`src/sv/assert_macros.svh`:
```
// Assertion macros shared by the complex arithmetic unit.
`ifndef ASSERT_MACROS_SVH
`define ASSERT_MACROS_SVH

// Same-cycle implication, checked on every rising clock edge out of reset.
`define CAU_ASSERT_NOW(label, ante, cons, msg) \
	label: assert property (@(posedge clk) disable iff (!arst_n) (ante) |-> (cons)) \
		else $error(msg);

// Next-cycle implication, checked on every rising clock edge out of reset.
`define CAU_ASSERT_NEXT(label, ante, cons, msg) \
	label: assert property (@(posedge clk) disable iff (!arst_n) (ante) |=> (cons)) \
		else $error(msg);

`endif

```
`src/sv/cau_pkg.sv`:
```
// Types, constants and helper functions of the complex arithmetic unit.
package cau_pkg;

	// Operand and result widths.
	localparam int OPW     = 16;
	localparam int FRAC_IN = 8;
	localparam int FRAC_SH = 16;
	localparam int RW      = 32;
	localparam int PW      = 2 * OPW;
	localparam int SW      = PW + 1;
	localparam int DW      = PW;
	localparam int QW      = RW;
	localparam int QMW     = QW + 1;

	// Divider layout: quotient bits retired per stage and stage count.
	localparam int DIV_BPS    = 2;
	localparam int DIV_STAGES = QW / DIV_BPS;
	localparam int NST        = 3 + 1 + DIV_STAGES + 1;

	typedef enum logic [1:0] {
		OP_ADD = 2'd0,
		OP_SUB = 2'd1,
		OP_MUL = 2'd2,
		OP_DIV = 2'd3
	} op_t;

	typedef enum logic [1:0] {
		ST_OK  = 2'd0,
		ST_DZ  = 2'd1,
		ST_SAT = 2'd2
	} status_t;

	typedef struct packed {
		logic [1:0]            req_type;
		logic signed [OPW-1:0] a_re;
		logic signed [OPW-1:0] a_im;
		logic signed [OPW-1:0] b_re;
		logic signed [OPW-1:0] b_im;
	} req_beat_t;

	typedef struct packed {
		logic signed [RW-1:0] res_re;
		logic signed [RW-1:0] res_im;
		status_t              status;
	} rsp_beat_t;

	// Sideband that follows an item down the pipeline.
	typedef struct packed {
		op_t  op;
		logic neg_re;
		logic neg_im;
		logic dz;
	} ctl_t;

	// One restoring division step: returns {quotient bit, new remainder}.
	function automatic logic [DW:0] div_step(logic [DW-1:0] r, logic b, logic [DW-1:0] d);
		logic [DW:0] t;
		logic        qb;
		t  = {r, b};
		qb = 1'b0;
		if (t >= {1'b0, d}) begin
			t  = t - {1'b0, d};
			qb = 1'b1;
		end
		return {qb, t[DW-1:0]};
	endfunction

	// Clamps a sign and magnitude to a 32-bit two's-complement value: {sat, value}.
	function automatic logic [RW:0] pack_sat(logic neg, logic [QMW-1:0] mag);
		logic [QMW-1:0] pos_lim;
		logic [QMW-1:0] neg_lim;
		logic [QMW-1:0] m;
		logic           sat;
		pos_lim = {2'b00, {(QMW-2){1'b1}}};
		neg_lim = {2'b01, {(QMW-2){1'b0}}};
		m       = mag;
		sat     = 1'b0;
		if (neg) begin
			if (mag > neg_lim) begin
				m   = neg_lim;
				sat = 1'b1;
			end
			return {sat, RW'(-m)};
		end
		if (mag > pos_lim) begin
			m   = pos_lim;
			sat = 1'b1;
		end
		return {sat, m[RW-1:0]};
	endfunction

endpackage

```
`src/sv/cau_div.sv`:
```
// Pipelined restoring divider for one lane: floor(mag * 2^16 / den), clamped.
module cau_div (
	input  logic                               clk,
	input  logic [cau_pkg::DIV_STAGES:0]       adv,
	input  logic [cau_pkg::DW-1:0]             mag,
	input  logic [cau_pkg::DW-1:0]             den,
	output logic [cau_pkg::QMW-1:0]            quo,
	output logic [cau_pkg::DW-1:0]             mag_out
);

	localparam int N = cau_pkg::DIV_STAGES;

	logic [cau_pkg::DW-1:0] r_s   [N+1];
	logic [cau_pkg::QW-1:0] lo_s  [N+1];
	logic [cau_pkg::QW-1:0] q_s   [N+1];
	logic [cau_pkg::DW-1:0] den_s [N+1];
	logic [cau_pkg::DW-1:0] mag_s [N+1];
	logic                   ovf_s [N+1];

	logic [cau_pkg::DW-1:0] r_nx  [N+1];
	logic [cau_pkg::QW-1:0] lo_nx [N+1];
	logic [cau_pkg::QW-1:0] q_nx  [N+1];

	// Each stage retires DIV_BPS quotient bits from the previous stage.
	always_comb begin
		logic [cau_pkg::DW-1:0] r;
		logic [cau_pkg::QW-1:0] lo;
		logic [cau_pkg::QW-1:0] q;
		logic [cau_pkg::DW:0]   st;
		r_nx[0]  = '0;
		lo_nx[0] = '0;
		q_nx[0]  = '0;
		for (int k = 1; k <= N; k++) begin
			r  = r_s[k-1];
			lo = lo_s[k-1];
			q  = q_s[k-1];
			for (int j = 0; j < cau_pkg::DIV_BPS; j++) begin
				st = cau_pkg::div_step(r, lo[cau_pkg::QW-1], den_s[k-1]);
				r  = st[cau_pkg::DW-1:0];
				q  = {q[cau_pkg::QW-2:0], st[cau_pkg::DW]};
				lo = lo << 1;
			end
			r_nx[k]  = r;
			lo_nx[k] = lo;
			q_nx[k]  = q;
		end
	end

	// Entry stage: overflow check and the initial partial remainder.
	always_ff @(posedge clk) begin
		if (adv[0]) begin
			ovf_s[0] <= {{cau_pkg::FRAC_SH{1'b0}}, mag} >= {den, {cau_pkg::FRAC_SH{1'b0}}};
			r_s[0]   <= cau_pkg::DW'(mag >> cau_pkg::FRAC_SH);
			lo_s[0]  <= {mag[cau_pkg::FRAC_SH-1:0], {(cau_pkg::QW-cau_pkg::FRAC_SH){1'b0}}};
			q_s[0]   <= '0;
			den_s[0] <= den;
			mag_s[0] <= mag;
		end
	end

	// Step stages.
	always_ff @(posedge clk) begin
		for (int k = 1; k <= N; k++) begin
			if (adv[k]) begin
				r_s[k]   <= r_nx[k];
				lo_s[k]  <= lo_nx[k];
				q_s[k]   <= q_nx[k];
				den_s[k] <= den_s[k-1];
				mag_s[k] <= mag_s[k-1];
				ovf_s[k] <= ovf_s[k-1];
			end
		end
	end

	// An overflowed quotient reads as 2^32, which always saturates.
	assign quo     = ovf_s[N] ? {1'b1, {cau_pkg::QW{1'b0}}} : {1'b0, q_s[N]};
	assign mag_out = mag_s[N];

endmodule

```
`config.mk`:
```
export PLATFORM = sky130hd
export DESIGN_NAME = cau_div
export DESIGN_NICKNAME = d
export VERILOG_FILES = /design/src/sv/assert_macros.svh /design/src/sv/cau_pkg.sv /design/src/sv/cau_div.sv
export SDC_FILE = /design/constraint.sdc
export NUM_CORES = 2
export LEC_CHECK = 0
export ABC_AREA = 0
export BUFFER_PORTS_ARGS = -buffer_cell sky130_fd_sc_hd__buf_2
export CORE_MARGIN = 5
export CORE_UTILIZATION = 40
export CTS_BUF_LIST = sky130_fd_sc_hd__clkbuf_2 sky130_fd_sc_hd__clkbuf_4 sky130_fd_sc_hd__clkbuf_8
export DETAILED_ROUTE_END_ITERATION = 8
export GPL_TIMING_DRIVEN = 0
export PLACE_DENSITY = 0.63
export RECOVER_POWER = 25
export SKIP_LAST_GASP = 1
export SLEW_MARGIN = 15
export SYNTH_ARGS = -nofsm -noshare
export SYNTH_HDL_FRONTEND = slang
export SYNTH_SLANG_ARGS = --single-unit
```
`constraint.sdc`:
```
create_clock -name clk -period 20.1 [get_ports clk]
set_clock_uncertainty 0.1 [all_clocks]
set_input_delay 2.01 -clock clk [delete_from_list [all_inputs] [get_ports clk]]
set_output_delay 2.01 -clock clk [all_outputs]
set_load 0.005 [all_outputs]
```
==> impl_metrics.py <==
metrics = {
    "logic_synthesis": {
        "synth.net_count": 11630,
        "synthesis.area_per_instance_um2": 10.94,
        "synthArstFlopShare": 0,
        "synth.area.top_cells": "edfxtp_1, ha_1, mux2_2, xnor2_1, a21oi_1",
        "ys_types": 87,
        "synth_cells": 10510,
        "portion_of_synthesized_cell_area_occupied_by_the_leading_cell_type": 0.4770,
        "count_of_warnings_emitted_by_yosys": 0,
        "synth_seq_area_share": 0.4770,
        "syn_area_um2": 114900,
        "ys_ff_latch": 1825,
        "dominantRegCellSynth": "edfxtp_1",
        "post-synth-top-area-cell": "edfxtp_1",
        "synth-edff-count": 1825,
    },
    "die": {
        "fp.dieH_um": 545.9,
        "initial_core_util": 0.4024,
        "rows": 196,
        "placeableCoreArea_um2": 285500,
        "die-area_um2": 298000,
        "pin_count": 147,
        "die-width_um": 545.9,
    },
    "sta": {
        "fin_tns_setup_ns": 0,
        "finalCriticalPeriod_ns": 10.19,
        "fmax_ghz": 0.09812,
        "relSlewSlack": 0.1771,
        "grt_setup_unrepaired": "false",
        "final_min_period_over_clock_period": 0.5071,
        "final-hold-violation-count": 0,
        "timing.final.max_slew_violations": 0,
        "setup_violations": 0,
        "worstMarginPinSlew_ns": 1.221,
    },
    "cts": {
        "tritoncts_num_sinks": 1825,
        "cts-root-to-sink-buffers": 4,
        "cts_hold_buf": 0,
        "numCtsBuffers": 321,
        "cts_htree_levels": 5,
        "clk-insertion-delay-late_ns": 1.02,
        "cts-resized-gates": 0,
        "clock_tree.root_cell": "clkbuf_8",
        "cts_tree": "built",
        "cts.clk_slew.worst_paths_ns": 0.07,
        "postCtsSetupRepairBufs": 0,
    },
    "global_route": {
        "total_global_route_track_usage": 0.2071,
        "number_of_antenna_violations_at_the_first_check_in_global_routing": 16,
        "grt_max_degree": 100,
        "global_route_wire_length_before_repair_um": 486200,
        "number_of_global_route_vias_before_repair": 82580,
        "global_route_congestion_overflow_total": 0,
    },
    "route": {
        "final_antenna_net_count": 0,
        "drt_iter0_markers": 6925,
        "viasPerCell": 5.564,
        "detail_route.wirelength_um": 321300,
        "wire_per_inst_um": 21.41,
        "detail_route.drc_violations": 0,
        "detail_route.first_pass.iterations": 9,
        "routed-via-count": 83480,
    },
    "final_layout": {
        "layout.nets": 12120,
        "drive_above_1_share": 0.1127,
        "flow.area_growth_from_synthesis_pct": 11.05,
    },
    "place": {
        "gpl.final_weighted_congestion": 0.9534,
        "place.detailed.hpwl_um": 254900,
        "io_buffers": 146,
    },
    "worst_setup_path": {
        "critPathMaxFanout": 10,
        "rr_worst_depth": 28,
        "wp_data_required_ns": 20.73,
        "start_kind": "flip-flop",
        "critPathArrivalTime_ns": 10.82,
        "setup.worst_path.end_class": "flip-flop",
        "slowest_delay_ns": 0.86,
        "kind_of_critical_path": "flip-flop to flip-flop",
        "critical-path-slowest-cell": "a21oi_1",
    },
    "hold_path": {
        "whs_path_depth": 0,
        "type_of_the_tightest_min_delay_check": "flip-flop to flip-flop",
    },
    "run": {
        "max_cap_viol_count": 0,
    },
    "status": {
        "outcome": "complete, no violations",
    },
}
stage by stage:
step / cell area, µm² / std cells / worst slack (ns) / hold slack [ns] / utilization
2_1_floorplan: 114900 / 10510 / 13.15 / 0.3003 / -
3_3_place_gp: 120300 / 14410 / 10.19 / 0.3001 / 0.4215
3_5_place_dp: 120900 / 14430 / 10.27 / 0.3045 / 0.4237
4_1_cts: 127500 / 15000 / 10.22 / 0.2784 / 0.4468
5_1_grt: 127600 / 15000 / 9.626 / 0.2871 / 0.4469
6_report: 127600 / 15010 / 9.908 / 0.2844 / 0.4469
final timing paths:
check | start | to | slack [ns]
max | den_s[0][454] | r_s[0][504] | 9.91
min | mag_s[11][5] | mag_s[12][5] | 0.28
max reg2reg | den_s[0][454] | r_s[0][504] | 9.91
min reg2reg | mag_s[11][5] | mag_s[12][5] | 0.28
critical path: cells and delay by family (launching register included):
kind,cells,cell delay [ns]
AOI/OAI and AO/OA,14,4.32
adders and majority gates,2,0.80
muxes,1,0.46
and+or+nand+nor,7,1.68
DFF,1,0.40
buffers and inverters,4,2.10
layout make-up:
type	instances	area, µm²
Tap cell	3762	4707
Buffer	205	853.3
Antenna cell	8	20.02
Multi-Input combinational cell	7675	56240
Fill cell	26740	157900
Inverter	800	3003
Clock buffer	403	5059
Clock inverter	162	1543
Timing Repair Buffer	165	1348
Sequential cell	1825	54800
cells in the mapped netlist (139+ instances only):
cell type / instances
inv_1: 797
a21oi_1: 951
nor2_1: 634
nand4_1: 139
o21ai_0: 632
o21bai_1: 147
xnor2_1: 589
xor2_1: 250
edfxtp_1: 1825
clkbuf_1: 146
nor2b_1: 161
nand2_1: 618
mux2_2: 488
nand3_1: 180
a21o_1: 525
ha_1: 1017
state kept, by name (all words and copies together) (netlist names):
signal,flops
q_s,272
mag_s,544
ovf_s,17
den_s,512
r_s,480
layer usage:
metal | vias to the layer above | GRT usage | part of all wire
met5 | - | 0 | 0.00012
met1 | 40240 | 0.2920 | 0.46
met2 | 2538 | 0.3313 | 0.45
met3 | 512 | 0.03050 | 0.062
met4 | 6 | 0.06066 | 0.030
li1 | 40180 | - | -
cell usage in the layout, fill, tap and decap left out, types with 147 or more instances in the layout:
master	netlist	routed
a21o_1	525	525
ha_1	1017	1017
o21ai_0	632	632
clkbuf_8	0	325
o21bai_1	147	147
nor2_1	634	634
nand3_1	180	180
inv_1	797	797
nor2b_1	161	161
xnor2_1	589	589
edfxtp_1	1825	1825
xor2_1	250	250
nand2_1	618	618
mux2_2	488	488
a21oi_1	951	951
buf_2	34	163
cell families (layout without fill, tap and decap cells):
kind of cell    after synthesis  in the layout  synth area share
xor+xnor                    839            839           0.06397
compound gates             2972           2972            0.1634
other cells                   0              8                 0
buf+inv                    1005           1735           0.03357
flops                      1825           1825            0.4770
mux                         521            521           0.05098
fa+ha+maj                  1041           1041            0.1149
simple gates               2302           2302           0.09611
Power is not shown: default switching activity piles up to over one toggle a cycle in this logic, so the estimate is an artifact.
