File: src/sv/assert_macros.svh
// Assertion macros shared by the complex arithmetic unit.
`ifndef ASSERT_MACROS_SVH
`define ASSERT_MACROS_SVH

// Same-cycle implication, checked on every rising clock edge out of reset.
`define CAU_ASSERT_NOW(label, ante, cons, msg) \
	label: assert property (@(posedge clk) disable iff (!arst_n) (ante) |-> (cons)) \
		else $error(msg);

// Next-cycle implication, checked on every rising clock edge out of reset.
`define CAU_ASSERT_NEXT(label, ante, cons, msg) \
	label: assert property (@(posedge clk) disable iff (!arst_n) (ante) |=> (cons)) \
		else $error(msg);

`endif

File: src/sv/cau_pkg.sv
// Types, constants and helper functions of the complex arithmetic unit.
package cau_pkg;

	// Operand and result widths.
	localparam int OPW     = 16;
	localparam int FRAC_IN = 8;
	localparam int FRAC_SH = 16;
	localparam int RW      = 32;
	localparam int PW      = 2 * OPW;
	localparam int SW      = PW + 1;
	localparam int DW      = PW;
	localparam int QW      = RW;
	localparam int QMW     = QW + 1;

	// Divider layout: quotient bits retired per stage and stage count.
	localparam int DIV_BPS    = 2;
	localparam int DIV_STAGES = QW / DIV_BPS;
	localparam int NST        = 3 + 1 + DIV_STAGES + 1;

	typedef enum logic [1:0] {
		OP_ADD = 2'd0,
		OP_SUB = 2'd1,
		OP_MUL = 2'd2,
		OP_DIV = 2'd3
	} op_t;

	typedef enum logic [1:0] {
		ST_OK  = 2'd0,
		ST_DZ  = 2'd1,
		ST_SAT = 2'd2
	} status_t;

	typedef struct packed {
		logic [1:0]            req_type;
		logic signed [OPW-1:0] a_re;
		logic signed [OPW-1:0] a_im;
		logic signed [OPW-1:0] b_re;
		logic signed [OPW-1:0] b_im;
	} req_beat_t;

	typedef struct packed {
		logic signed [RW-1:0] res_re;
		logic signed [RW-1:0] res_im;
		status_t              status;
	} rsp_beat_t;

	// Sideband that follows an item down the pipeline.
	typedef struct packed {
		op_t  op;
		logic neg_re;
		logic neg_im;
		logic dz;
	} ctl_t;

	// One restoring division step: returns {quotient bit, new remainder}.
	function automatic logic [DW:0] div_step(logic [DW-1:0] r, logic b, logic [DW-1:0] d);
		logic [DW:0] t;
		logic        qb;
		t  = {r, b};
		qb = 1'b0;
		if (t >= {1'b0, d}) begin
			t  = t - {1'b0, d};
			qb = 1'b1;
		end
		return {qb, t[DW-1:0]};
	endfunction

	// Clamps a sign and magnitude to a 32-bit two's-complement value: {sat, value}.
	function automatic logic [RW:0] pack_sat(logic neg, logic [QMW-1:0] mag);
		logic [QMW-1:0] pos_lim;
		logic [QMW-1:0] neg_lim;
		logic [QMW-1:0] m;
		logic           sat;
		pos_lim = {2'b00, {(QMW-2){1'b1}}};
		neg_lim = {2'b01, {(QMW-2){1'b0}}};
		m       = mag;
		sat     = 1'b0;
		if (neg) begin
			if (mag > neg_lim) begin
				m   = neg_lim;
				sat = 1'b1;
			end
			return {sat, RW'(-m)};
		end
		if (mag > pos_lim) begin
			m   = pos_lim;
			sat = 1'b1;
		end
		return {sat, m[RW-1:0]};
	endfunction

endpackage

File: src/sv/cau_front.sv
// Front end: products, sums and sign/magnitude split over three stages.
module cau_front (
	input  logic                      clk,
	input  logic [2:0]                adv,
	input  cau_pkg::req_beat_t        req_data,
	output logic [cau_pkg::DW-1:0]    mag_re,
	output logic [cau_pkg::DW-1:0]    mag_im,
	output logic [cau_pkg::DW-1:0]    den,
	output cau_pkg::ctl_t             ctl
);

	cau_pkg::op_t                     op_s1, op_s2, op_s3;
	logic signed [cau_pkg::PW-1:0]    ac_s1, bd_s1, ad_s1, bc_s1, cc_s1, dd_s1;
	logic signed [cau_pkg::OPW:0]     asr_s1, asi_s1;
	logic signed [cau_pkg::SW-1:0]    re_s2, im_s2;
	logic [cau_pkg::DW-1:0]           den_s2, den_s3;
	logic [cau_pkg::DW-1:0]           mre_s3, mim_s3;
	logic                             nre_s3, nim_s3, dz_s3;
	logic signed [cau_pkg::SW-1:0]    re_c, im_c;
	cau_pkg::op_t                     op_in;

	assign op_in = cau_pkg::op_t'(req_data.req_type);

	// Stage 1: all partial products and the short sums.
	always_ff @(posedge clk) begin
		if (adv[0]) begin
			op_s1  <= op_in;
			ac_s1  <= req_data.a_re * req_data.b_re;
			bd_s1  <= req_data.a_im * req_data.b_im;
			ad_s1  <= req_data.a_re * req_data.b_im;
			bc_s1  <= req_data.a_im * req_data.b_re;
			cc_s1  <= req_data.b_re * req_data.b_re;
			dd_s1  <= req_data.b_im * req_data.b_im;
			if (op_in == cau_pkg::OP_SUB) begin
				asr_s1 <= (cau_pkg::OPW+1)'(req_data.a_re) - (cau_pkg::OPW+1)'(req_data.b_re);
				asi_s1 <= (cau_pkg::OPW+1)'(req_data.a_im) - (cau_pkg::OPW+1)'(req_data.b_im);
			end else begin
				asr_s1 <= (cau_pkg::OPW+1)'(req_data.a_re) + (cau_pkg::OPW+1)'(req_data.b_re);
				asi_s1 <= (cau_pkg::OPW+1)'(req_data.a_im) + (cau_pkg::OPW+1)'(req_data.b_im);
			end
		end
	end

	// Stage 2 logic: combine products per operation.
	always_comb begin
		case (op_s1)
			cau_pkg::OP_ADD, cau_pkg::OP_SUB: begin
				re_c = cau_pkg::SW'(asr_s1) <<< cau_pkg::FRAC_IN;
				im_c = cau_pkg::SW'(asi_s1) <<< cau_pkg::FRAC_IN;
			end
			cau_pkg::OP_MUL: begin
				re_c = cau_pkg::SW'(ac_s1) - cau_pkg::SW'(bd_s1);
				im_c = cau_pkg::SW'(ad_s1) + cau_pkg::SW'(bc_s1);
			end
			default: begin
				re_c = cau_pkg::SW'(ac_s1) + cau_pkg::SW'(bd_s1);
				im_c = cau_pkg::SW'(bc_s1) - cau_pkg::SW'(ad_s1);
			end
		endcase
	end

	always_ff @(posedge clk) begin
		if (adv[1]) begin
			op_s2  <= op_s1;
			re_s2  <= re_c;
			im_s2  <= im_c;
			den_s2 <= cau_pkg::DW'($unsigned(cc_s1)) + cau_pkg::DW'($unsigned(dd_s1));
		end
	end

	// Stage 3: sign and magnitude, and the zero-divisor flag.
	always_ff @(posedge clk) begin
		if (adv[2]) begin
			op_s3  <= op_s2;
			nre_s3 <= re_s2[cau_pkg::SW-1];
			nim_s3 <= im_s2[cau_pkg::SW-1];
			mre_s3 <= cau_pkg::DW'(re_s2[cau_pkg::SW-1] ? -re_s2 : re_s2);
			mim_s3 <= cau_pkg::DW'(im_s2[cau_pkg::SW-1] ? -im_s2 : im_s2);
			den_s3 <= den_s2;
			dz_s3  <= (op_s2 == cau_pkg::OP_DIV) && (den_s2 == '0);
		end
	end

	assign mag_re     = mre_s3;
	assign mag_im     = mim_s3;
	assign den        = den_s3;
	assign ctl.op     = op_s3;
	assign ctl.neg_re = nre_s3;
	assign ctl.neg_im = nim_s3;
	assign ctl.dz     = dz_s3;

endmodule

File: config.mk
export PLATFORM = sky130hd
export DESIGN_NAME = cau_front
export DESIGN_NICKNAME = d
export VERILOG_FILES = /design/src/sv/assert_macros.svh /design/src/sv/cau_pkg.sv /design/src/sv/cau_front.sv
export SDC_FILE = /design/constraint.sdc
export NUM_CORES = 2
export LEC_CHECK = 0
export BUFFER_PORTS_ARGS = -buffer_cell sky130_fd_sc_hd__buf_2
export CAP_MARGIN = 20
export CORE_MARGIN = 1
export CORE_UTILIZATION = 30
export CTS_CLUSTER_DIAMETER = 200
export DETAILED_ROUTE_END_ITERATION = 7
export GPL_TIMING_DRIVEN = 0
export SLEW_MARGIN = 20
export SYNTH_ARGS = -nofsm -noshare
export SYNTH_HDL_FRONTEND = slang
export SYNTH_SLANG_ARGS = --single-unit
export TNS_END_PERCENT = 1
File: constraint.sdc
create_clock -name clk -period 10.5 [get_ports clk]
set_input_delay 0.525 -clock clk [delete_from_list [all_inputs] [get_ports clk]]
set_output_delay 0.525 -clock clk [all_outputs]
set_load 0.03 [all_outputs]
==> results.tsv <==
stage	metric	value	unit
route	top_layer	met5	
run	maxCapViolations	0	
route	met1Wirelength	112900	um
synth	async_reset_ff_share	0	%
cts	numClockSinks	427	
synth	syn_nets	10405	
route	routed-wl-met3	23220	um
place	port_buffers	162	
synth	synth_top_family_by_area	adder cells	
route	antenna_left	0	
timing	maxSlewViolCount	0	
cts	clk_pin_slew	0.06	ns
route	via_per_inst	4.928	
die	initial_core_util	30.22	%
synth	synth_seq_cells	427	
route	wl_per_cell	23.68	um
cts	hold_buffers	0	
die	fp.dieW	516.7	um
synth	postSynthCellCount	8164	
synth	synth_edf_count	427	
synth	yosysWarnings	0	
critical_path	path_class	input pin to register	
global_routing	grt_max_degree	86	
die	fp-row-count	188	
synth	syn_area	79470	sq um
timing	timing.final.hold_violations	0	
cells_and_area	num-nets-final	10629	
global_routing	grtUsageTotal	21.39	%
cts	cts_resized	0	
timing	timing.final.crit_share	85.43	%
global_routing	gr-total-overflow	0	
cts	cts_tree	built	
cts	cts_root_buffer	clkbuf_16	
die	coreArea	263000	sq um
cts	numCtsBuffers	48	
timing	finClkSkew	0.04612	ns
route	wl	283200	um
place	gp_congestion	0.9977	
timing	worst_pin_slew	1.276	ns
route	drc	0	
global_routing	grt_pass1_wl	412100	um
critical_path	crit_required	10.92	ns
critical_path	path_max_fanout	10	
worst_hold_path	min_path_type	input pin to register	
cts	clk_latency	0.67	ns
cells_and_area	fillers	27296	
synth	synth_cell_type_count	78	
synth	ys.flop_type	edfxtp_1	
timing	fin_setup_tns	0	ns
outcome	status	finished clean	
synth	synthXorXnorAreaFrac	5.103	%
synth	synthAdderAreaFrac	48.52	%
cts	clockBufferDepth	3	
timing	relSlewSlack	14.90	%
route	firstDrtPassIters	6	
die	ios	171	
cts	h-tree-depth	2	
route	num_vias	58942	
cells_and_area	drive_above_1_share	4.261	%
synth	muxShareOfSynthArea	0.3968	%
route	drt_iter0_drc	4861	
critical_path	startpoint_type	input pin	
critical_path	r2r_setup_slack	1.97	ns
timing	setup_viol	0	
synth	seq_area_frac_synth	16.13	%
critical_path	arrival	9.39	ns
synth	synth-compound-area-share	7.025	%
timing	rsz0062_at_grt	no	
die	die-area	267000	sq um
place	place_hpwl	237700	um
die	fp.dieH	516.7	um
cts	postCtsSetupRepairBufs	0	
timing	min_period	8.971	ns
route	route.met2.wl	128400	um
synth	synth-simple-area-share	12.46	%
cells_and_area	syn_to_final_growth	8.943	%
timing	fmax	0.1115	GHz
global_routing	grt_pass1_vias	62058	
synth	avgSynthCellArea	9.734	sq um
critical_path	end_kind	register	
global_routing	antenna_found_initial	64	
==> flip-flops by register name, indices dropped and copies added (netlist names), 31 cells and up <==
name and flops:
bd_s1 32, im_s2 33, cc_s1 31, bc_s1 32, den 32, re_s2 33, mag_re 32, mag_im 32
den_s2 32, ad_s1 32, ac_s1 32, dd_s1 31
==> per-stage QoR <==
step	worst slack, ns	cells	cell area (sq um)	hold WS, ns	util [%]
after floorplan	3.472	8164	79470	0.4169	-
after global placement	0.1516	11841	84680	0.4354	32.20
after detailed placement	0.8401	11852	84940	0.4256	32.30
after CTS	1.523	11939	86480	0.02566	32.89
after global routing	1.117	11946	86540	0.04448	32.91
final	1.529	11961	86580	0.07185	32.92
==> critical path: stages <==
cell       delay, ns
buf_2           0.30
clkbuf_1        0.72
clkinv_1        1.03
nor2_1          0.59
fa_1            0.48
inv_1           0.09
fa_1            0.41
fa_1            0.52
inv_1           0.05
fa_1            0.50
fa_1            0.50
inv_1           0.05
fa_1            0.47
inv_1           0.04
ha_1            0.32
and3_1          0.22
and3_1          0.25
nand4_1         0.13
o21ai_0         0.55
a41oi_1         0.30
a2111oi_0       0.76
nor3_1          0.16
xnor2_1         0.40
==> cell usage in the layout, fill, tap and decap left out, drive strengths merged, types with 39 or more instances in the layout <==
| cell | synthesis | layout |
|---|---|---|
| o31ai | 50 | 50 |
| nor3 | 80 | 80 |
| clkbuf | 281 | 334 |
| xnor2 | 362 | 362 |
| xor2 | 101 | 101 |
| nand2b | 55 | 55 |
| ha | 653 | 653 |
| o21a | 46 | 46 |
| nor2b | 39 | 39 |
| and2 | 531 | 531 |
| nand3 | 54 | 54 |
| a21o | 124 | 124 |
| fa | 1518 | 1518 |
| inv | 1871 | 1875 |
| a21oi | 234 | 234 |
| o21ai | 148 | 148 |
| nand2 | 766 | 766 |
| nor2 | 341 | 341 |
| buf | 26 | 200 |
| edfxtp | 427 | 427 |
==> cells in the mapped netlist, types with 79 or more instances <==
cell,number,area (sq um)
clkbuf_1,281,1055
nand2_1,766,2875
xor2_1,101,884.6
nor3_1,79,395.4
ha_1,653,8170
edfxtp_1,427,12820
nor2_1,341,1280
and2_1,530,3316
inv_1,1871,7023
a21oi_1,234,1171
o21ai_0,145,725.7
fa_1,1518,30390
a21o_1,124,930.9
xnor2_1,362,3171
==> routing by layer <==
metal | vias up | global-route usage, %
li1 | 25636 | -
met1 | 30258 | 27.08
met2 | 2405 | 34.24
met3 | 605 | 4.256
met4 | 38 | 11.70
met5 | - | 0
==> cells by family after synthesis <==
logic type,after synthesis
compound gates,849
mux,29
fa+ha+maj,2171
buf+inv,2190
simple gates,2035
xor+xnor,463
flops,427
==> final timing paths <==
| path | from | endpoint | cells after the start |
|---|---|---|---|
| max | req_data[17] | cc_s1[29] | 23 |
| min | req_data[64] | op_s1[0] | 1 |
| max reg2reg | op_s1[1] | re_s2[30] | 15 |
| min reg2reg | den_s2[11] | den[11] | 0 |
==> layout make-up <==
class / count / area, sq um / share of cell area [%]
inverters: 1883 / 7068 / 8.164
clock buffers: 53 / 1220 / 1.409
repair buffers: 174 / 1030 / 1.189
plain buffers: 307 / 1201 / 1.387
multi-input cells: 5547 / 58460 / 67.53
diodes: 21 / 52.55 / 0.06070
flip-flops and latches: 427 / 12820 / 14.81
clock inverters: 34 / 321.6 / 0.3714
well taps: 3515 / 4398 / 5.080
Power is not shown: default switching activity piles up to over one toggle a cycle in this logic, so the estimate is an artifact.
