==> config.mk <==
export PLATFORM = sky130hd
export DESIGN_NAME = cau_out
export DESIGN_NICKNAME = d
export VERILOG_FILES = /design/src/sv/assert_macros.svh /design/src/sv/cau_pkg.sv /design/src/sv/cau_out.sv
export SDC_FILE = /design/constraint.sdc
export NUM_CORES = 1
export LEC_CHECK = 0
export BUFFER_PORTS_ARGS = -buffer_cell sky130_fd_sc_hd__buf_2
export CORE_ASPECT_RATIO = 0.75
export CORE_MARGIN = 5
export CORE_UTILIZATION = 40
export CTS_BUF_LIST = sky130_fd_sc_hd__clkbuf_2 sky130_fd_sc_hd__clkbuf_4 sky130_fd_sc_hd__clkbuf_8
export DETAILED_ROUTE_END_ITERATION = 10
export GPL_ROUTABILITY_DRIVEN = 0
export PLACE_DENSITY = 0.7
export RECOVER_POWER = 25
export SLEW_MARGIN = 10
export SYNTH_ARGS = -nofsm -noshare
export SYNTH_HDL_FRONTEND = slang
export SYNTH_SLANG_ARGS = --single-unit
==> constraint.sdc <==
create_clock -name clk -period 5 [get_ports clk]
set_input_delay 1 -clock clk [delete_from_list [all_inputs] [get_ports clk]]
set_output_delay 1 -clock clk [all_outputs]
set_load 0.05 [all_outputs]
==> src/sv/assert_macros.svh <==
// Assertion macros shared by the complex arithmetic unit.
`ifndef ASSERT_MACROS_SVH
`define ASSERT_MACROS_SVH

// Same-cycle implication, checked on every rising clock edge out of reset.
`define CAU_ASSERT_NOW(label, ante, cons, msg) \
	label: assert property (@(posedge clk) disable iff (!arst_n) (ante) |-> (cons)) \
		else $error(msg);

// Next-cycle implication, checked on every rising clock edge out of reset.
`define CAU_ASSERT_NEXT(label, ante, cons, msg) \
	label: assert property (@(posedge clk) disable iff (!arst_n) (ante) |=> (cons)) \
		else $error(msg);

`endif

==> src/sv/cau_pkg.sv <==
// Types, constants and helper functions of the complex arithmetic unit.
package cau_pkg;

	// Operand and result widths.
	localparam int OPW     = 16;
	localparam int FRAC_IN = 8;
	localparam int FRAC_SH = 16;
	localparam int RW      = 32;
	localparam int PW      = 2 * OPW;
	localparam int SW      = PW + 1;
	localparam int DW      = PW;
	localparam int QW      = RW;
	localparam int QMW     = QW + 1;

	// Divider layout: quotient bits retired per stage and stage count.
	localparam int DIV_BPS    = 2;
	localparam int DIV_STAGES = QW / DIV_BPS;
	localparam int NST        = 3 + 1 + DIV_STAGES + 1;

	typedef enum logic [1:0] {
		OP_ADD = 2'd0,
		OP_SUB = 2'd1,
		OP_MUL = 2'd2,
		OP_DIV = 2'd3
	} op_t;

	typedef enum logic [1:0] {
		ST_OK  = 2'd0,
		ST_DZ  = 2'd1,
		ST_SAT = 2'd2
	} status_t;

	typedef struct packed {
		logic [1:0]            req_type;
		logic signed [OPW-1:0] a_re;
		logic signed [OPW-1:0] a_im;
		logic signed [OPW-1:0] b_re;
		logic signed [OPW-1:0] b_im;
	} req_beat_t;

	typedef struct packed {
		logic signed [RW-1:0] res_re;
		logic signed [RW-1:0] res_im;
		status_t              status;
	} rsp_beat_t;

	// Sideband that follows an item down the pipeline.
	typedef struct packed {
		op_t  op;
		logic neg_re;
		logic neg_im;
		logic dz;
	} ctl_t;

	// One restoring division step: returns {quotient bit, new remainder}.
	function automatic logic [DW:0] div_step(logic [DW-1:0] r, logic b, logic [DW-1:0] d);
		logic [DW:0] t;
		logic        qb;
		t  = {r, b};
		qb = 1'b0;
		if (t >= {1'b0, d}) begin
			t  = t - {1'b0, d};
			qb = 1'b1;
		end
		return {qb, t[DW-1:0]};
	endfunction

	// Clamps a sign and magnitude to a 32-bit two's-complement value: {sat, value}.
	function automatic logic [RW:0] pack_sat(logic neg, logic [QMW-1:0] mag);
		logic [QMW-1:0] pos_lim;
		logic [QMW-1:0] neg_lim;
		logic [QMW-1:0] m;
		logic           sat;
		pos_lim = {2'b00, {(QMW-2){1'b1}}};
		neg_lim = {2'b01, {(QMW-2){1'b0}}};
		m       = mag;
		sat     = 1'b0;
		if (neg) begin
			if (mag > neg_lim) begin
				m   = neg_lim;
				sat = 1'b1;
			end
			return {sat, RW'(-m)};
		end
		if (mag > pos_lim) begin
			m   = pos_lim;
			sat = 1'b1;
		end
		return {sat, m[RW-1:0]};
	endfunction

endpackage

==> src/sv/cau_out.sv <==
// Output stage: result selection, saturation and the output register.
module cau_out (
	input  logic                          clk,
	input  logic                          adv,
	input  cau_pkg::ctl_t                 ctl,
	input  logic [cau_pkg::QMW-1:0]       quo_re,
	input  logic [cau_pkg::QMW-1:0]       quo_im,
	input  logic [cau_pkg::DW-1:0]        mag_re,
	input  logic [cau_pkg::DW-1:0]        mag_im,
	output cau_pkg::rsp_beat_t            rsp_data
);

	logic [cau_pkg::QMW-1:0] sel_re, sel_im;
	logic [cau_pkg::RW:0]    pk_re, pk_im;
	cau_pkg::rsp_beat_t      rsp_c;
	cau_pkg::rsp_beat_t      rsp_s21;

	// Pick the quotient for a divide, the plain magnitude otherwise.
	always_comb begin
		if (ctl.op == cau_pkg::OP_DIV) begin
			sel_re = quo_re;
			sel_im = quo_im;
		end else begin
			sel_re = cau_pkg::QMW'(mag_re);
			sel_im = cau_pkg::QMW'(mag_im);
		end
		pk_re = cau_pkg::pack_sat(ctl.neg_re, sel_re);
		pk_im = cau_pkg::pack_sat(ctl.neg_im, sel_im);
		if (ctl.dz) begin
			rsp_c.res_re = '0;
			rsp_c.res_im = '0;
			rsp_c.status = cau_pkg::ST_DZ;
		end else begin
			rsp_c.res_re = pk_re[cau_pkg::RW-1:0];
			rsp_c.res_im = pk_im[cau_pkg::RW-1:0];
			rsp_c.status = (pk_re[cau_pkg::RW] || pk_im[cau_pkg::RW]) ?
				cau_pkg::ST_SAT : cau_pkg::ST_OK;
		end
	end

	always_ff @(posedge clk) begin
		if (adv) begin
			rsp_s21 <= rsp_c;
		end
	end

	assign rsp_data = rsp_s21;

endmodule

==> impl_metrics.env, run 1 <==
export IMPL_vias=7520
export IMPL_hp_class="in2reg"
export IMPL_die_w_um=154.6
export IMPL_yosys_warnings=0
export IMPL_path_delay_family="compound AO/OA/AOI/OAI gates"
export IMPL_initial_utilization_pct=40.93
export IMPL_dp_final_hpwl_um=20540
export IMPL_cpPeakStageDelay_ns=0.45
export IMPL_max_freq_mhz=222.6
export IMPL_holdWs_ns=1.136
export IMPL_max_slew_margin_rel_pct=-142.2
export IMPL_die_area_um2=18310
export IMPL_startpoint_type="input pin"
export IMPL_synth_top_area_share_pct=31.60
export IMPL_drcViolationCount=0
export IMPL_ys_dominant_reg_cell="edfxtp_1"
export IMPL_post_cts_resized=0
export IMPL_slowest_stage="a2111oi_0"
export IMPL_avgViaCountPerCell=6.562
export IMPL_fill_cells=1502
export IMPL_clock_sinks=66
export IMPL_rows=39
export IMPL_grt_first_pass_wirelength_um=40100
export IMPL_drive_gt1_share_pct=28.83
export IMPL_synth_yosys_seq_area_share_pct=31.60
export IMPL_grt_max_degree=67
export IMPL_min_period_ns=4.492
export IMPL_antenna_found_initial=3
export IMPL_syn_num_nets=882
export IMPL_cts_setup_buffers=0
export IMPL_use_met3_pct=10.52
export IMPL_ys_top_cells_by_area="edfxtp_1 32%, mux2i_1 8.1%, nand2_1 6.1%, a21oi_1 4.7%, a211oi_1 4.0%"
export IMPL_yosysTopAreaCell="edfxtp_1"
export IMPL_cp_end_kind="flip-flop"
export IMPL_worst_slew_pin_slew_ns=3.633
export IMPL_use_met2_pct=37.21
export IMPL_finalHoldViolations=0
export IMPL_htreeDepth=3
export IMPL_wl_per_cell_um=23.26
export IMPL_num_nets_final=1074
export IMPL_drt_first_pass_iters=6
export IMPL_setup_tns_ns=0
export IMPL_largest_register_ffs=66
export IMPL_area_delta_synth_final_pct=23.62
export IMPL_antenna_left=0
export IMPL_vdd_drop_max_v=0.0001545
export IMPL_slew_violations=110
export IMPL_synth_enable_flop_cells=66
export IMPL_syn_area_um2=6271
export IMPL_cp_required_ns=5.10
export IMPL_synthCells=743
export IMPL_power_density_nw_per_um2=252.6
export IMPL_rsz0062_at_grt="false"
export IMPL_violations="max-capacitance violations, max-slew violations"
export IMPL_status="finished with violations"
export IMPL_grt_met1_usage_pct=41.42
export IMPL_timing_critical_path_buf_inv=2
export IMPL_wl_um=26660
export IMPL_synth_most_common_cell="nand2_1"
export IMPL_dieHeight_um=118.4
export IMPL_critPathArrivalTime_ns=4.59
export IMPL_drv_cap=2
export IMPL_crit_type="in2reg"
export IMPL_port_buffers=202
export IMPL_cts_hold_buffers_added=0
export IMPL_path_clk_slew_ns=0.08
export IMPL_multi_input_area_um2=3988
export IMPL_drt_iter0_drc=1125
export IMPL_clock_path_buffers=2
export IMPL_ys_ff_latch=66
export IMPL_cts_root_buf="clkbuf_8"
export IMPL_cts_tree="built"
export IMPL_grt_overflow_total=0
export IMPL_grt_busiest_layer="met1"
export IMPL_cp_cell_sequence="buf_2, and2_4, mux2_2, a2111oi_2, a41o_1, nand2_1, ha_1, inv_1, a21oi_1, nand2_1, a21oi_1, a2111oi_0"
export IMPL_top_level_ports=203
export IMPL_cts_buffers=9
export IMPL_synth_distinct_cells=72
export IMPL_grt_pass1_vias=6781
export IMPL_leakage_nw=3.164
export IMPL_avgSynthCellArea_um2=8.440
export IMPL_final_seq_area_um2=1982
export IMPL_track_usage_pct=27.93
export IMPL_crit_path_max_fanout=19
export IMPL_yosys_top_cells_count="102 x nand2_1, 66 x edfxtp_1, 59 x a21oi_1, 51 x mux2i_1, 51 x nor2_1"
export IMPL_setup_violations_final=0
export IMPL_coreArea_um2=15320
export IMPL_finalCritPeriodShare_pct=89.83
export IMPL_async_flop_share_pct=0
## area by class of cell
class / instances / area share (%)
Timing Repair Buffer: 234 / 16.37
Tap cell: 205 / 3.309
Clock inverter: 5 / 1.017
Antenna cell: 1 / 0.03228
Clock buffer: 11 / 1.791
Inverter: 10 / 0.4842
Sequential cell: 66 / 25.56
Multi-Input combinational cell: 614 / 51.44
## tightest hold or removal path: stages
cell	delay (ns)
buf_2	0.10
mux2i_1	0.08
inv_1	0.08
o41ai_1	0.07
## logic make-up (layout without fill, tap and decap cells)
| family | after synthesis | after routing | share of synthesized area [%] |
|---|---|---|---|
| compound gates | 241 | 241 | 26.72 |
| xor+xnor | 12 | 12 | 1.676 |
| fa+ha+maj | 2 | 2 | 0.3990 |
| buf+inv | 63 | 260 | 4.848 |
| flops | 66 | 66 | 31.60 |
| mux | 56 | 56 | 9.038 |
| other cells | 0 | 1 | 0 |
| simple gates | 303 | 303 | 25.72 |
## per-stage QoR
| step | setup WS, ns | utilization [%] | total power, mW | instances | area (um^2) |
|---|---|---|---|---|---|
| 6_report | 0.5084 | 50.60 | 1.959 | 1146 | 7752 |
| 2_1_floorplan | 0.3354 | - | 1.174 | 743 | 6271 |
| 3_5_place_dp | 0.3845 | 49.21 | 1.427 | 1129 | 7540 |
| 5_1_grt | 0.2911 | 50.60 | 2.037 | 1146 | 7752 |
| 4_1_cts | 0.6884 | 50.63 | 1.947 | 1145 | 7757 |
| 3_3_place_gp | 0.5377 | 49.21 | 1.427 | 1129 | 7540 |
## placed cells by master, fill, tap and decap left out, drive strengths merged, types with 4 or more instances in the layout
master and instances:
o31ai 4, a31o 4, o211a 6, nand4bb 6, nor4b 5, a21o 6
a211o 12, edfxtp 66, o22ai 8, and2 11, buf 232, a221oi 16
nor2 51, nor4bb 13, nand4 13, xnor2 8, clkinv 4, or4 4
and3 17, clkbuf 13, nor4 13, inv 9, a2111oi 6, nor3 19
nand2 102, o311a 5, or4bb 5, a21oi 59, mux2i 51, mux2 5
a211oi 33, xor2 4, or3 8, o21ai 43, nand3 24, a31oi 12
## where the power goes
part | leakage [nW] | switching [mW] | total (mW) | internal (mW)
combinational | 2.41 | 0.534 | 0.750 | 0.216
clock | 0.114 | 0.227 | 0.519 | 0.291
sequential | 0.638 | 0.0143 | 0.690 | 0.676
## per-layer routing
metal,part of all wire (%),vias up
li1,-,3318
met1,44,3480
met2,38,631
met3,15,87
met4,2.9,4
met5,0.079,-
## path summary, 6_finish.rpt
path,endpoint,depth (start not counted),from
max,rsp_data[54],12,ctl[4]
min,rsp_data[23],4,quo_im[21]
Power figures use the tool's default switching activity.
==> inputs of run 2 (changes only) <==
Settings changed: CORE_ASPECT_RATIO 0.75 to not set.
==> run 2 against run 1 <==
The flow still finishes with violations (max-capacitance violations, max-slew violations). Highest routed layer unchanged. Combinational power decreased by 2%. Flip-flop and latch count unchanged. Fmax increased by 0.19%. Core utilization decreased by 0.48 points. Largest cell class unchanged.
==> impl_metrics.env, run 2 (synthesis gave the netlist of run 1 again) <==
export IMPL_status="finished with violations"
export IMPL_violations="max-capacitance violations, max-slew violations"
export IMPL_grt_first_pass_wirelength_um=39370
export IMPL_slowest_stage="mux2i_1"
export IMPL_fill_cells=1535
export IMPL_top_level_ports=203
export IMPL_drive_gt1_share_pct=26.92
export IMPL_hp_class="in2reg"
export IMPL_track_usage_pct=27.87
export IMPL_die_w_um=135.2
export IMPL_hold_depth=4
export IMPL_largest_register_ffs=66
export IMPL_area_delta_synth_final_pct=22.39
export IMPL_wl_per_cell_um=22.88
export IMPL_vias=7452
export IMPL_htreeDepth=3
export IMPL_max_slew_margin_rel_pct=-55.91
export IMPL_finalHoldViolations=0
export IMPL_grt_overflow_total=0
export IMPL_crit_type="in2reg"
export IMPL_critPathArrivalTime_ns=4.60
export IMPL_die_area_um2=18280
export IMPL_switching_share_pct=40.45
export IMPL_switching_power_uw=760.3
export IMPL_drt_iter0_drc=1235
export IMPL_p_int_mw=1.119
export IMPL_antenna_found_initial=3
export IMPL_drt_first_pass_iters=7
export IMPL_startpoint_type="input pin"
export IMPL_cts_hold_buffers_added=0
export IMPL_layout_common_cells="187 x buf_2, 102 x nand2_1, 66 x edfxtp_1"
export IMPL_power_density_nw_per_um2=244.9
export IMPL_clock_path_buffers=2
export IMPL_antenna_left=0
export IMPL_cp_cell_sequence="buf_2, and2_4, buf_4, mux2i_1, o221a_2, a41o_1, nand2_1, ha_1, inv_1, a21oi_1, nand2_1, a21oi_1, a2111oi_0"
export IMPL_drcViolationCount=0
export IMPL_power_mw=1.879
export IMPL_post_cts_resized=0
export IMPL_vdd_drop_max_v=0.0001164
export IMPL_grt_pass1_vias=6751
export IMPL_worst_slew_pin_slew_ns=2.339
export IMPL_final_common_cell="buf_2"
export IMPL_cpPeakStageDelay_ns=0.44
export IMPL_setup_violations_final=0
export IMPL_cts_buffers=9
export IMPL_dieHeight_um=135.2
export IMPL_hold_path_end="rsp_data[23]"
export IMPL_dp_final_hpwl_um=20310
export IMPL_finalCritPeriodShare_pct=89.66
export IMPL_initial_utilization_pct=40.95
export IMPL_drv_cap=2
export IMPL_wl_um=26260
export IMPL_dp_cells=1132
export IMPL_port_buffers=202
export IMPL_num_nets_final=1071
export IMPL_crit_path_max_fanout=25
export IMPL_layoutNonFillerInstCount=1148
export IMPL_coreArea_um2=15310
export IMPL_p_clk_share_pct=24.2
export IMPL_setup_tns_ns=0
export IMPL_worstHoldStart="quo_im[21]"
export IMPL_leakage_nw=3.094
export IMPL_cts_tree="built"
export IMPL_post_place_ws_ns=0.2774
export IMPL_grt_max_degree=49
export IMPL_slew_violations=79
export IMPL_cp_required_ns=5.12
export IMPL_rsz0062_at_grt="false"
export IMPL_min_period_ns=4.483
export IMPL_holdWs_ns=1.121
export IMPL_fin_ws_ns=0.5168
export IMPL_cts_root_buf="clkbuf_8"
export IMPL_cp_end_kind="flip-flop"
export IMPL_rows=45
export IMPL_seqPwrFrac_pct=36.6
export IMPL_avgViaCountPerCell=6.491
export IMPL_combPwrFrac_pct=39.2
export IMPL_path_clk_slew_ns=0.08
export IMPL_cts_setup_buffers=0
export IMPL_max_freq_mhz=223.1
export IMPL_clock_sinks=66
-- run 2: changes by cell type in the layout (fill, tap and decap cells not counted), sizes merged --
cell	delta
bufinv	-1
clkbuf	+14
buf	-17
-- run 2: critical path, delay by kind of cell --
kind | cells | cell delay [ns]
AND/OR/NAND/NOR | 3 | 0.79
AO/OA/AOI/OAI | 5 | 1.20
multiplexers | 1 | 0.44
adder cells (fa/ha/maj) | 1 | 0.29
buffers and inverters | 3 | 0.87
-- run 2: routing by layer --
metal	vias to the layer above	part of all wire, %	GRT usage, %
li1	3314	-	-
met1	3405	42	39.94
met2	637	41	39.77
met3	92	13	7.875
met4	4	3.9	10.36
met5	-	0.11	0
-- run 2: metrics by stage --
| step | util [%] | cell area [um^2] |
|---|---|---|
| floorplan | - | 6271 |
| global placement | 49.05 | 7512 |
| detailed placement | 49.05 | 7512 |
| CTS | 50.25 | 7695 |
| global route | 50.11 | 7675 |
| finish | 50.11 | 7675 |
-- run 2: final cells by class --
class                      count  area, um^2  area share (%)
inverter                      10       37.54          0.4891
clock buffer                  11       138.9           1.810
tap                          211       264.0           3.440
sequential                    66        1982           25.82
antenna                        1       2.502         0.03261
clock inverter                 4       43.79          0.5706
timing repair buffer         231        1219           15.88
multi-input combinational    614        3988           51.96
-- run 2: power groups by stage --
stage	Combinational, mW	Sequential (mW)	Clock (mW)
5_1_grt	0.777	0.694	0.478
3_3_place_gp	0.719	0.699	0
2_1_floorplan	0.286	0.889	0
6_report	0.736	0.689	0.455
3_5_place_dp	0.720	0.700	0
4_1_cts	0.723	0.689	0.455
-- run 2: how the worst max path moves through the flow --
stage / cells past startpoint / slack, ns / to / startpoint
2_1_floorplan: 19 / 0.34 / rsp_data[26] / ctl[4]
3_3_place_gp: 13 / 0.64 / rsp_data[58] / ctl[4]
4_1_cts: 13 / 0.70 / rsp_data[40] / ctl[4]
6_report: 13 / 0.52 / rsp_data[54] / ctl[4]
5_1_grt: 13 / 0.26 / rsp_data[40] / ctl[4]
3_5_place_dp: 13 / 0.28 / rsp_data[54] / ctl[4]
